**config.mk**
```make
export PLATFORM = sky130hd
export DESIGN_NAME = fie_lane
export DESIGN_NICKNAME = d
export VERILOG_FILES = /design/src/hw/rtl/fie_pkg.sv /design/src/hw/rtl/fie_lane.sv
export SDC_FILE = /design/constraint.sdc
export NUM_CORES = 1
export LEC_CHECK = 0
export BUFFER_PORTS_ARGS = -buffer_cell sky130_fd_sc_hd__buf_2
export CAP_MARGIN = 10
export CORE_UTILIZATION = 45
export DETAILED_ROUTE_END_ITERATION = 6
export PLACE_DENSITY_LB_ADDON = 0.25
export SYNTH_ARGS = -nofsm -noshare
export SYNTH_HDL_FRONTEND = slang
export SYNTH_SLANG_ARGS = --single-unit
export TNS_END_PERCENT = 30
```
**constraint.sdc**
```tcl
create_clock -name clock -period 16.4 [get_ports clock]
set_input_delay 2.46 -clock clock [delete_from_list [all_inputs] [get_ports clock]]
set_output_delay 2.46 -clock clock [all_outputs]
set_load 0.02 [all_outputs]
```
**src/hw/rtl/fie_pkg.sv**
```systemverilog
// Package for the fuzzy inference engine: widths, function codes and shared types.
// No dependencies.
`default_nettype none
package fie_pkg;
   localparam int MAX_RULES_DEF    = 64;
   localparam int NUM_VARS_DEF     = 4;
   localparam int NUM_SETS_DEF     = 8;
   localparam int NUM_OUT_SETS_DEF = 16;
   localparam logic [6:0]  RULE_COUNT_RST = 7'd50;
   localparam logic [12:0] MIN_WSUM_RST   = 13'd1;
   localparam logic [12:0] ONE_Q12        = 13'd4096;
   localparam logic        REG_RULE_COUNT = 1'b0;
   localparam logic        REG_MIN_WSUM   = 1'b1;

   typedef enum logic [1:0] {
      FUNC_LOAD_MF  = 2'd0,
      FUNC_LOAD_OUT = 2'd1,
      FUNC_LOAD_RULE = 2'd2,
      FUNC_EVAL     = 2'd3
   } func_type;

   typedef enum logic [1:0] {
      SHAPE_TRAP  = 2'd0,
      SHAPE_LEFT  = 2'd1,
      SHAPE_RIGHT = 2'd2,
      SHAPE_NONE  = 2'd3
   } shape_type;

   typedef enum logic [2:0] {
      ST_IDLE, ST_SLOPE, ST_WALK, ST_DIV, ST_OUT
   } state_type;

   typedef struct packed {
      logic signed [15:0] pa;
      logic signed [15:0] pb;
      logic signed [15:0] pc;
      logic signed [15:0] pd;
      shape_type          shape;
      logic [24:0]        s1;
      logic [24:0]        s2;
   } trap_type;

   typedef struct packed {
      logic        start;
      logic [25:0] num;
      logic [17:0] den;
   } div_req_type;
endpackage
`default_nettype wire

```
**src/hw/rtl/fie_lane.sv**
```systemverilog
// One antecedent lane: clipped trapezoid membership of a measured value.
// Depends on fie_pkg. Registered output.
`default_nettype none
module fie_lane
   import fie_pkg::*;
(
   input  wire logic               clock,
   input  wire logic signed [15:0] x,
   input  wire trap_type           trap,
   output logic [12:0]             mu
);
   logic [12:0] mu_in;
   logic [12:0] mu_ff;
   logic [16:0] span;
   logic [24:0] slope;
   logic        use_ramp;
   logic [12:0] fixed_val;
   logic [16:0] span_ff;
   logic [24:0] slope_ff;
   logic        ramp_ff;
   logic [12:0] fixed_ff;
   logic [41:0] prod;

   always_comb begin
      use_ramp  = 1'b0;
      fixed_val = 13'd0;
      span      = 17'd0;
      slope     = trap.s1;
      case (trap.shape)
         SHAPE_LEFT: begin
            if (x <= trap.pa) fixed_val = ONE_Q12;
            else if (x < trap.pb) begin
               use_ramp = 1'b1;
               span = 17'(18'(trap.pb) - 18'(x));
            end
         end
         SHAPE_RIGHT: begin
            if (x >= trap.pb && x > trap.pa) fixed_val = ONE_Q12;
            else if (x > trap.pa) begin
               use_ramp = 1'b1;
               span = 17'(18'(x) - 18'(trap.pa));
            end
         end
         SHAPE_TRAP: begin
            if (x <= trap.pa || x >= trap.pd) fixed_val = 13'd0;
            else if (x >= trap.pb && x <= trap.pc) fixed_val = ONE_Q12;
            else if (x <= trap.pb) begin
               use_ramp = 1'b1;
               span = 17'(18'(x) - 18'(trap.pa));
            end else begin
               use_ramp = 1'b1;
               span  = 17'(18'(trap.pd) - 18'(x));
               slope = trap.s2;
            end
         end
         default: fixed_val = 13'd0;
      endcase
   end

   always_ff @(posedge clock) begin
      span_ff  <= span;
      slope_ff <= slope;
      ramp_ff  <= use_ramp;
      fixed_ff <= fixed_val;
   end

   assign prod = span_ff * slope_ff;

   always_comb begin
      if (!ramp_ff) mu_in = fixed_ff;
      else if (prod[41:12] > 30'(ONE_Q12)) mu_in = ONE_Q12;
      else mu_in = prod[24:12];
   end

   always_ff @(posedge clock) mu_ff <= mu_in;
   assign mu = mu_ff;
endmodule
`default_nettype wire

```
==> results.sh <==
export IMPL_outcome="complete, no violations"
export IMPL_fill_cells=3969
export IMPL_hp_class="flop to flop"
export IMPL_dp_hpwl_mm=43.8
export IMPL_ys_types=75
export IMPL_synth_flop_cell="dfxtp_1"
export IMPL_fp_dieW_um=205
export IMPL_fmaxAchievable_mhz=127
export IMPL_cts_root_buf="clkbuf_16"
export IMPL_drive_gt1_frac=0.0933
export IMPL_finalClockSkew_ns=0.0261
export IMPL_leakagePower_uw=0.00995
export IMPL_critical_path_required_ns=16.71
export IMPL_final_antenna_net_count=0
export IMPL_vias=15100
export IMPL_drc=0
export IMPL_grt_antenna_before_repair=0
export IMPL_syn_nets=2863
export IMPL_dieArea_um2=42200
export IMPL_clock_sinks=57
export IMPL_place_area_um2=19700
export IMPL_syn_area_um2=18600
export IMPL_ctsHtreeMaxLevel=3
export IMPL_drv_cap=0
export IMPL_n_antenna_cell=0
export IMPL_crit_path_end_kind="flop"
export IMPL_min_from="fixed_ff[12]$_DFF_P_"
export IMPL_crit_path_cell_trace="nand2_1, fa_1, inv_1, fa_1, fa_1, inv_1, fa_1, inv_1, fa_1, inv_1, fa_1, inv_1, ha_1, nand2_1, or3_1, a21oi_1, nand3b_4, a31oi_1, or4b_1, mux2i_1, or4_1, and4b_1, and3_1"
export IMPL_yosys_top_cells_count="459 x inv_1, 345 x fa_1, 344 x nand2_1"
export IMPL_intPower_uw=1540
export IMPL_die_h_um=205
export IMPL_wl_per_cell_um=18.5
export IMPL_final_cell_area_um2=20000
export IMPL_grt_usage=0.257
export IMPL_clkLatencyLatePin_ns=0.39
export IMPL_postSynthAreaPerCell_um2=8.44
export IMPL_setup_viol=0
export IMPL_dr_pass1_iters=5
export IMPL_relSlewSlack=0.272
export IMPL_yosys_area_top_type="fa_1"
export IMPL_cts_tree="yes"
export IMPL_grt_ovfl_total=0
export IMPL_row_count=74
export IMPL_grt_max_degree=27
export IMPL_cts_made_buffers=9
export IMPL_slowest_delay_ns=0.94
export IMPL_combPwrFrac=0.886
export IMPL_clockPowerShare=0.054
export IMPL_slew_violations=0
export IMPL_ys_warnings_count=0
export IMPL_synthTopCellsByArea="fa_1 37%, ha_1 12%, inv_1 9.3%, nand2_1 6.9%, dfxtp_1 6.1%"
export IMPL_routabilityCongestion=0.922
export IMPL_p_per_area_nw_per_um2=191
export IMPL_period_minus_slack_ns=7.86
export IMPL_ctsResizeCount=0
export IMPL_r2r_start="span_ff[2]$_DFF_P_"
export IMPL_syn_inst=2205
export IMPL_synth_edf_count=0
export IMPL_path_class="flop to flop"
export IMPL_grt_pass1_wl_mm=83.2
export IMPL_startpoint="span_ff[2]$_DFF_P_"
export IMPL_ctsHoldBuffers=0
export IMPL_core_area_um2=40800
export IMPL_min_period_over_period=0.479
export IMPL_cp_common_cell="fa_1"
export IMPL_async_flop_share=0
export IMPL_area_growth_pct=7.25
export IMPL_initial_core_util=0.456
export IMPL_grt_pass1_vias=16200
export IMPL_viasPerCell=5.37
export IMPL_cts_buffer_depth=2
export IMPL_synthMostInstantiatedCell="inv_1"
export IMPL_seq_area_frac_synth=0.0613
export IMPL_worstPathArrival_ns=8.17
export IMPL_ios=146
export IMPL_postCtsSetupRepairBufs=0
export IMPL_tns_ns=0
export IMPL_hold_viol_final=0
export IMPL_critPathLaunchType="flop"
export IMPL_power_switching_uw=2280
export IMPL_pwr_share_seq=0.060
export IMPL_ys_ff_latch=57
export IMPL_swShare=0.597
export IMPL_wl_mm=52.0
export IMPL_io_buffers=145
export IMPL_synth_top_area_frac=0.371
export IMPL_clkTransAtPathRegs_ns=0.06
export IMPL_tightestPinTransition_ns=1.09
export IMPL_peakVddDrop_mv=0.285
export IMPL_drtIter0Drc=643
export IMPL_crit_fanout=25
export IMPL_rsz0062_at_grt="false"
export IMPL_crit_slowest_cell="dfxtp_1"
export IMPL_nets=2935
-- power groups by stage --
stage                     Sequential (uW)  Clock [uW]  Combinational (uW)
after CTS                             227         212                3410
after floorplan                       165           0                2480
final                                 229         207                3380
after global placement                228           0                3350
after detailed placement              230           0                3380
after global routing                  233         219                3770
-- metrics by stage --
step,util,power (uW),worst slack [ns],cells,hold slack (ns)
2_1_floorplan,-,2650,9.47,2205,0.405
3_3_place_gp,0.481,3580,8.77,2798,0.497
3_5_place_dp,0.481,3610,8.59,2798,0.495
4_1_cts,0.489,3850,8.55,2814,0.509
5_1_grt,0.489,4220,8.26,2814,0.509
6_report,0.489,3820,8.54,2814,0.513
-- path summary, 6_finish.rpt --
kind	end	cells after the start	slack, ns
max	mu[1]$_SDFF_PN0_	23	8.54
min	mu[12]$_DFF_P_	1	0.51
max reg2reg	mu[1]$_SDFF_PN0_	23	8.54
min reg2reg	mu[12]$_DFF_P_	1	0.51
-- flip-flops by register name (all words and copies together), names as in the netlist --
register / flops
slope_ff: 25
span_ff: 17
mu: 13
fixed_ff: 1
ramp_ff: 1
-- final cells by class --
| type | count | area, um2 | area share |
|---|---|---|---|
| clock inverter | 5 | 55.1 | 0.00276 |
| timing repair buffer | 148 | 748 | 0.0375 |
| clock buffer | 11 | 243 | 0.0122 |
| tap | 532 | 666 | 0.0334 |
| multi-input combinational | 1602 | 15400 | 0.771 |
| inverter | 459 | 1720 | 0.0863 |
| sequential | 57 | 1140 | 0.0572 |
-- worst max-delay path, delay by kind of cell (launching register included) --
family	cells	cell delay [ns]
mux	1	0.15
fa+ha+maj	7	3.52
simple gates	8	2.60
compound gates	2	0.31
flops	1	0.94
buf+inv	5	0.26
-- cell usage in the layout (no fill, tap or decap), types with 21 or more instances in the layout --
cell and instances:
inv_1 459, fa_1 345, nand2_1 344, ha_1 180, and2_1 146, buf_2 145
a21oi_1 77, nor2_1 63, o21ai_0 59, dfxtp_1 57, xnor2_1 42, a21o_1 27
nand4_1 24, xor2_1 21
-- routing by layer --
metal,global-route usage,routed length (um),up-vias
li1,-,-,7017
met1,0.297,20100,7556
met2,0.465,27200,437
met3,0.0255,1980,114
met4,0.141,2660,0
met5,0,0,-
-- cell families (layout without fill, tap and decap cells) --
group                      count (synthesis)  count (layout)  synth area share
and+or+nand+nor                          692             692             0.179
adders and majority gates                525             525             0.492
muxes                                     33              33            0.0231
buffers and inverters                    546             623             0.112
xor gates and xnor gates                  63              63            0.0297
AOI/OAI and AO/OA                        289             289             0.103
DFF                                       57              57            0.0613
No activity file was read; power rests on OpenSTA's default activity.
