### config.mk
export PLATFORM = sky130hd
export DESIGN_NAME = fie_div
export DESIGN_NICKNAME = d
export VERILOG_FILES = /design/src/hw/rtl/fie_pkg.sv /design/src/hw/rtl/fie_div.sv
export SDC_FILE = /design/constraint.sdc
export NUM_CORES = 1
export LEC_CHECK = 0
export ABC_AREA = 1
export BUFFER_PORTS_ARGS = -buffer_cell sky130_fd_sc_hd__buf_2
export CELL_PAD_IN_SITES_DETAIL_PLACEMENT = 0
export CELL_PAD_IN_SITES_GLOBAL_PLACEMENT = 1
export CORE_AREA = 2 2 113 115
export CTS_CLUSTER_DIAMETER = 80
export DETAILED_ROUTE_END_ITERATION = 8
export DIE_AREA = 0 0 115 117
export PLACE_DENSITY_LB_ADDON = 0.1
export SYNTH_ARGS = -nofsm -noshare
export SYNTH_HDL_FRONTEND = slang
export SYNTH_SLANG_ARGS = --single-unit
export TNS_END_PERCENT = 1
### constraint.sdc
create_clock -name clock -period 2.8 [get_ports clock]
set_clock_uncertainty 0.05 [all_clocks]
set_input_delay 0.56 -clock clock [delete_from_list [all_inputs] [get_ports clock]]
set_output_delay 0.56 -clock clock [all_outputs]
set_load 0.02 [all_outputs]
### src/hw/rtl/fie_pkg.sv
// Package for the fuzzy inference engine: widths, function codes and shared types.
// No dependencies.
`default_nettype none
package fie_pkg;
   localparam int MAX_RULES_DEF    = 64;
   localparam int NUM_VARS_DEF     = 4;
   localparam int NUM_SETS_DEF     = 8;
   localparam int NUM_OUT_SETS_DEF = 16;
   localparam logic [6:0]  RULE_COUNT_RST = 7'd50;
   localparam logic [12:0] MIN_WSUM_RST   = 13'd1;
   localparam logic [12:0] ONE_Q12        = 13'd4096;
   localparam logic        REG_RULE_COUNT = 1'b0;
   localparam logic        REG_MIN_WSUM   = 1'b1;

   typedef enum logic [1:0] {
      FUNC_LOAD_MF  = 2'd0,
      FUNC_LOAD_OUT = 2'd1,
      FUNC_LOAD_RULE = 2'd2,
      FUNC_EVAL     = 2'd3
   } func_type;

   typedef enum logic [1:0] {
      SHAPE_TRAP  = 2'd0,
      SHAPE_LEFT  = 2'd1,
      SHAPE_RIGHT = 2'd2,
      SHAPE_NONE  = 2'd3
   } shape_type;

   typedef enum logic [2:0] {
      ST_IDLE, ST_SLOPE, ST_WALK, ST_DIV, ST_OUT
   } state_type;

   typedef struct packed {
      logic signed [15:0] pa;
      logic signed [15:0] pb;
      logic signed [15:0] pc;
      logic signed [15:0] pd;
      shape_type          shape;
      logic [24:0]        s1;
      logic [24:0]        s2;
   } trap_type;

   typedef struct packed {
      logic        start;
      logic [25:0] num;
      logic [17:0] den;
   } div_req_type;
endpackage
`default_nettype wire

### src/hw/rtl/fie_div.sv
// Restoring divider, one quotient bit a cycle; unsigned numerator and divisor.
// Depends on fie_pkg.
`default_nettype none
module fie_div
   import fie_pkg::*;
#(
   parameter int NW = 40,
   parameter int DW = 19
) (
   input  wire logic          clock,
   input  wire logic          reset,
   input  wire logic          start,
   input  wire logic [NW-1:0] num,
   input  wire logic [DW-1:0] den,
   output logic               busy,
   output logic [NW-1:0]      quot
);
   localparam int CW = $clog2(NW + 1);
   logic [NW-1:0] q_ff, q_in;
   logic [DW:0]   r_ff, r_in;
   logic [CW-1:0] cnt_ff, cnt_in;
   logic [DW-1:0] d_ff, d_in;
   logic [DW:0]   trial;

   always_comb begin
      q_in = q_ff; r_in = r_ff; cnt_in = cnt_ff; d_in = d_ff;
      trial = {r_ff[DW-1:0], q_ff[NW-1]};
      if (start) begin
         q_in = num; r_in = '0; d_in = den; cnt_in = CW'(NW);
      end else if (cnt_ff != '0) begin
         if (trial >= {1'b0, d_ff}) begin
            r_in = trial - {1'b0, d_ff};
            q_in = {q_ff[NW-2:0], 1'b1};
         end else begin
            r_in = trial;
            q_in = {q_ff[NW-2:0], 1'b0};
         end
         cnt_in = cnt_ff - 1'b1;
      end
   end

   always_ff @(posedge clock) begin
      if (reset) cnt_ff <= '0;
      else cnt_ff <= cnt_in;
      q_ff <= q_in; r_ff <= r_in; d_ff <= d_in;
   end

   assign busy = (cnt_ff != '0);
   assign quot = q_ff;
endmodule
`default_nettype wire

==> results.cfg, run 1 <==
[setup_path]
cp-end-kind = flop
startpoint_type = flop
crit_path_cell_trace = inv_1 -> ha_1 -> a21oi_1 -> a21oi_2 -> nor2_4 -> nand2_8 -> nand2_1 -> nand3_1 -> o21ai_1
worstPathArrival_ns = 2.53
crit_type = reg -> reg
required_ns = 3.01
cpMaxStageDelayCell = nor2_4
max_stage_delay_ns = 0.49
worstPathMaxFanout = 21
path_buf_inv = 1
rrSetupSlack_ns = 0.48
crit_family = simple AND/OR/NAND/NOR gates
critPathLaunch = d_ff[15]
rr_startpoint = d_ff[15]

[sta]
hold_violations = 0
holdWs_ns = 0.343
fin_setup_tns_ns = 0
layout_min_cycle_time_ns = 2.32
setup_violations = 0
worst_pin_slew_ns = 1.02
drv_slew = 0
period_share = 0.827
max_freq_mhz = 432
slew_headroom = 0.322
fin_ws_ns = 0.483
rsz0062_at_grt = no

[power]
swShare = 0.409
p_sw_uw = 2070
p_seq_frac = 0.354
power_leakage_uw = 0.00294
intPower_uw = 3000
peakVddDrop_v = 0.000363
pwr-share-clk = 0.218
power.density_nw_per_um2 = 887
comb_power_share = 0.428

[clocking]
worstSkewPairLatency_ns = 0.34
clk_transition_reported_paths_ns = 0.06
cts.sinks = 84
cts_buffer_depth = 2
cts_tree = yes
root_buffer = clkbuf_16
htreeDepth = 3
cts_made_buffers = 9
hold_buffers = 0
postCtsSetupBuffers = 0
cts.repair.resized = 0

[placed_design]
dp_slack_ns = 0.473
placed_cell_area_sq_um = 5450
dpl.hpwl_mm = 9.05
io_buffers = 102
place_congestion = 0.823

[status]
status = completed

[synthesis]
ys_warn_count = 0
synth.largest_area_cell = edfxtp_1
netlist.area_leader.share = 0.368
syn_area_per_cell_sq_um = 7.78
synth_nets = 701
synth_seq_area_share = 0.473
synth-seq-cells = 84
synthDistinctLibCells = 32
syn_area_sq_um = 4810
netlist_instances = 618
synthTopCellsByArea = edfxtp_1 (37%), nand2_1 (21%), dfxtp_1 (10%)

[drt]
drcViolationCount = 0
drtAntennaViolNets = 0
dr_total_vias = 4083
drt_iter0_drc = 184
drt-total-wl_mm = 12.0
firstDrtPassIters = 5
vias_per_cell = 4.67
wl_per_cell_um = 13.7

[layout]
fillCellCount = 1252
area_growth_pct = 18.9
fin_area_sq_um = 5720
diodes = 0
drive_gt1_frac = 0.194
multi_input_area_sq_um = 2110
regArea_sq_um = 2270
utilization = 0.464
nNetsFinal = 803

[floorplanning]
ios = 103
dieArea_sq_um = 13500
core-area_sq_um = 12300
rows = 41
start_util = 0.391
die_w_um = 115
die_h_um = 117

[global_route]
grt_max_degree = 50
overflow = 0
track_usage = 0.185
grt_pass1_vias = 3831
antenna_found_initial = 0
grt_pass1_wl_mm = 19.1

[job]
max_cap_violations = 0

[min_path]
hold_path_startpoint = den[6]
min_path_type = in -> reg
-- sequential cells by signal (all words and copies together), names as in the netlist --
name	flops
d_ff	19
r_ff	19
cnt_ff	6
quot	40
-- path summary, 6_finish.rpt --
path	to	depth (start not counted)
setup / recovery	r_ff[8]	9
hold / removal	d_ff[6]	1
setup reg to reg	r_ff[8]	9
hold reg to reg	r_ff[18]	2
-- cells in the mapped netlist --
cell type / instances
ha_1: 20
inv_1: 79
nand3_1: 40
nand2_8: 1
xnor2_1: 9
nor2_1: 26
buf_2: 3
o21ai_1: 9
buf_12: 1
fa_1: 1
a21oi_2: 1
nand2_1: 265
clkinv_1: 3
o21ai_2: 1
nor2_4: 2
o21a_1: 1
buf_6: 2
buf_4: 1
edfxtp_1: 59
a21oi_1: 15
nor3_2: 1
nand3b_1: 13
or3b_2: 1
nand3_2: 5
dfxtp_1: 25
nand2_2: 4
inv_2: 5
xor2_1: 2
nor3_1: 7
a31oi_1: 2
clkbuf_1: 9
o21ai_0: 5
-- metrics by stage --
step / cells / power [uW]
3_3_place_gp: 859 / 3990
3_5_place_dp: 859 / 3980
5_1_grt: 875 / 5470
6_report: 875 / 5070
2_1_floorplan: 618 / 3470
4_1_cts: 875 / 5110
-- layout by cell type, fill, tap and decap left out, types with 7 or more instances in the layout --
master / instances
a21oi_1: 15
buf_2: 102
clkbuf_16: 9
dfxtp_1: 25
edfxtp_1: 59
ha_1: 20
inv_1: 79
nand2_1: 265
nand3_1: 40
nand3b_1: 13
nor2_1: 26
nor3_1: 7
o21ai_1: 9
xnor2_1: 9
-- metal layers --
| metal | GRT usage | vias up | share of wire |
|---|---|---|---|
| met3 | 0.0474 | 13 | 0.058 |
| met4 | 0.0699 | 0 | 0.016 |
| li1 | - | 2162 | - |
| met2 | 0.274 | 98 | 0.42 |
| met5 | 0 | - | 0 |
| met1 | 0.260 | 1810 | 0.50 |
-- power by group through the flow --
stage	sequential, uW	combinational (uW)	clock [uW]
finish	1790	2170	1110
global placement	1820	2170	0
CTS	1790	2180	1140
global route	1820	2460	1180
floorplan	1900	1570	0
detailed placement	1810	2170	0
-- worst reg2reg max path: stages, from the launching register on --
cell and delay (ns):
edfxtp_1 0.33, inv_1 0.04, ha_1 0.36, a21oi_1 0.34, a21oi_2 0.13, nor2_4 0.49, nand2_8 0.22, nand2_1 0.14
nand3_1 0.07, o21ai_1 0.08
-- final cells by class --
class | instances | share of cell area
Sequential cell | 84 | 0.398
Multi-Input combinational cell | 431 | 0.369
Timing Repair Buffer | 107 | 0.0959
Inverter | 87 | 0.0571
Clock buffer | 11 | 0.0425
Tap cell | 150 | 0.0328
Clock inverter | 5 | 0.00482
-- logic make-up (layout without fill, tap and decap cells) --
logic type | after synthesis | after routing | share of synthesized area
simple gates | 365 | 365 | 0.325
fa+ha+maj | 21 | 21 | 0.0562
flops | 84 | 84 | 0.473
buf+inv | 103 | 210 | 0.0885
xor+xnor | 11 | 11 | 0.0200
compound gates | 34 | 34 | 0.0380
Note: power is estimated with default switching activity, not from simulation.
==> run 2, diff against run 1 <==
CORE_AREA = 2 2 119 121   (was 2 2 113 115)
DIE_AREA = 0 0 121 123   (was 0 0 115 117)
clock period = 1.95 ns   (was 2.8 ns; I/O delays follow)
==> results.cfg, run 2 (same netlist as run 1, synthesis figures left out) <==
[setup_path]
cpMaxStageDelayCell = edfxtp_1
max_stage_delay_ns = 0.41
startpoint_type = flop
cp-end-kind = flop
crit_type = reg -> reg
required_ns = 2.19
cpMostUsedCell = nand3_2
worstPathMaxFanout = 6
worstPathArrival_ns = 2.30
crit_path_cell_trace = ha_4 -> fa_2 -> inv_2 -> nand3_2 -> nand3_2 -> nand2_2 -> nand3_4 -> nand2_8 -> buf_6 -> nand3b_1 -> nand3_2 -> nand2_1

[sta]
fin_ws_ns = -0.109
drv_slew = 0
layout_min_cycle_time_ns = 2.06
rsz0062_at_grt = yes
hold_violations = 0
max_freq_mhz = 486
slew_headroom = 0.721
worst_pin_slew_ns = 0.419
period_share = 1.06
fin_setup_tns_ns = -1.54
setup_violations = 20

[layout]
final_common_cell = nand2_1
final_cells = 966
diodes = 0
area_growth_pct = 36.8
largest_reg_flops = 40
nNetsFinal = 864
drive_gt1_frac = 0.314
mostFrequentLayoutCells = nand2_1 (256), buf_2 (101), inv_1 (75)
fillCellCount = 1357

[placed_design]
dp.cells = 937
dp_slack_ns = -0.112
dpl.hpwl_mm = 9.40
place_congestion = 0.872
io_buffers = 102

[power]
peakVddDrop_v = 0.000729
power.density_nw_per_um2 = 1320
power_leakage_uw = 0.00337

[drt]
route.met3.wl_um = 776
drcViolationCount = 0
drt-total-wl_mm = 13.1
routed-wl-met2_mm = 6.01
vias_per_cell = 4.51
highest_layer = met4
drt_iter0_drc = 200
firstDrtPassIters = 4
drtAntennaViolNets = 0
dr_total_vias = 4357
wl_per_cell_um = 13.6
drt-met1-wl_mm = 6.23

[clocking]
clk_transition_reported_paths_ns = 0.06
cts.sinks = 84
cts_buffer_depth = 2
root_buffer = clkbuf_16
cts_tree = yes
cts_made_buffers = 9
htreeDepth = 3
worstSkewPairLatency_ns = 0.35

[global_route]
grt_max_degree = 61
antenna_found_initial = 0
track_usage = 0.182
overflow = 0
grt_pass1_wl_mm = 21.2
grt_pass1_vias = 4333

[status]
status = finished with violations
violations = setup timing

[floorplanning]
core-area_sq_um = 13600
dieArea_sq_um = 14900
start_util = 0.353
die_h_um = 123
rows = 43
ios = 103
die_w_um = 121

[job]
max_cap_violations = 0

[min_path]
min_path_type = in -> reg
## run 2: cell count changes in the layout (fill, tap and decap cells not counted), moves of 4 or more
cell,delta
buf_12,+6
buf_4,+49
buf_6,+4
inv_1,-4
inv_2,+4
nand2_1,-9
nand2_2,+7
nand3_1,-16
nand3_2,+15
nor2_1,-5
nor2_2,+4
## run 2: timing repair
action	in CTS	in global routing
setup endpoints to repair	21	61
gates cloned	2	1
gates resized for setup	34	16
buffers inserted	8	2
hold buffers	0	0
pin swaps	14	11
## run 2: area by class of cell
class	count	area, sq um	area share
clock inverter	5	62.6	0.00951
inverter	87	327	0.0496
clock buffer	11	233	0.0354
multi-input combinational	434	2380	0.362
timing repair buffer	165	1080	0.164
sequential	84	2270	0.346
tap	180	225	0.0342
## run 2: worst max-delay path: cells and delay by family, from the launching register on
family | cells | cell delay, ns
buf+inv | 2 | 0.23
flops | 1 | 0.41
simple gates | 8 | 0.70
fa+ha+maj | 2 | 0.60
## run 2: per-layer routing
layer,vias to the layer above,track usage
met3,8,0.0535
met4,0,0.0443
li1,2283,-
met5,-,0
met2,102,0.296
met1,1964,0.240
## run 2: stage by stage
stage	power, uW	util	area (sq um)	hold slack, ns
after detailed placement	6390	0.436	5930	0.417
after global placement	6390	0.436	5930	0.410
final	8690	0.483	6580	0.168
after floorplan	5040	-	4850	0.393
after global routing	9340	0.483	6580	0.152
after CTS	8600	0.475	6470	0.154
## run 2: where the power goes
part           internal [uW]  switching (uW)
Sequential              2320             255
Clock                   1000             759
Combinational           1900            2450
Total                   5230            3460
## run 2: final timing paths
check	endpoint	slack [ns]	cells after the start	from
setup reg to reg	r_ff[16]	-0.11	12	d_ff[0]
hold / removal	d_ff[12]	0.17	1	den[12]
setup / recovery	r_ff[16]	-0.11	12	d_ff[0]
hold reg to reg	r_ff[18]	0.43	2	r_ff[18]
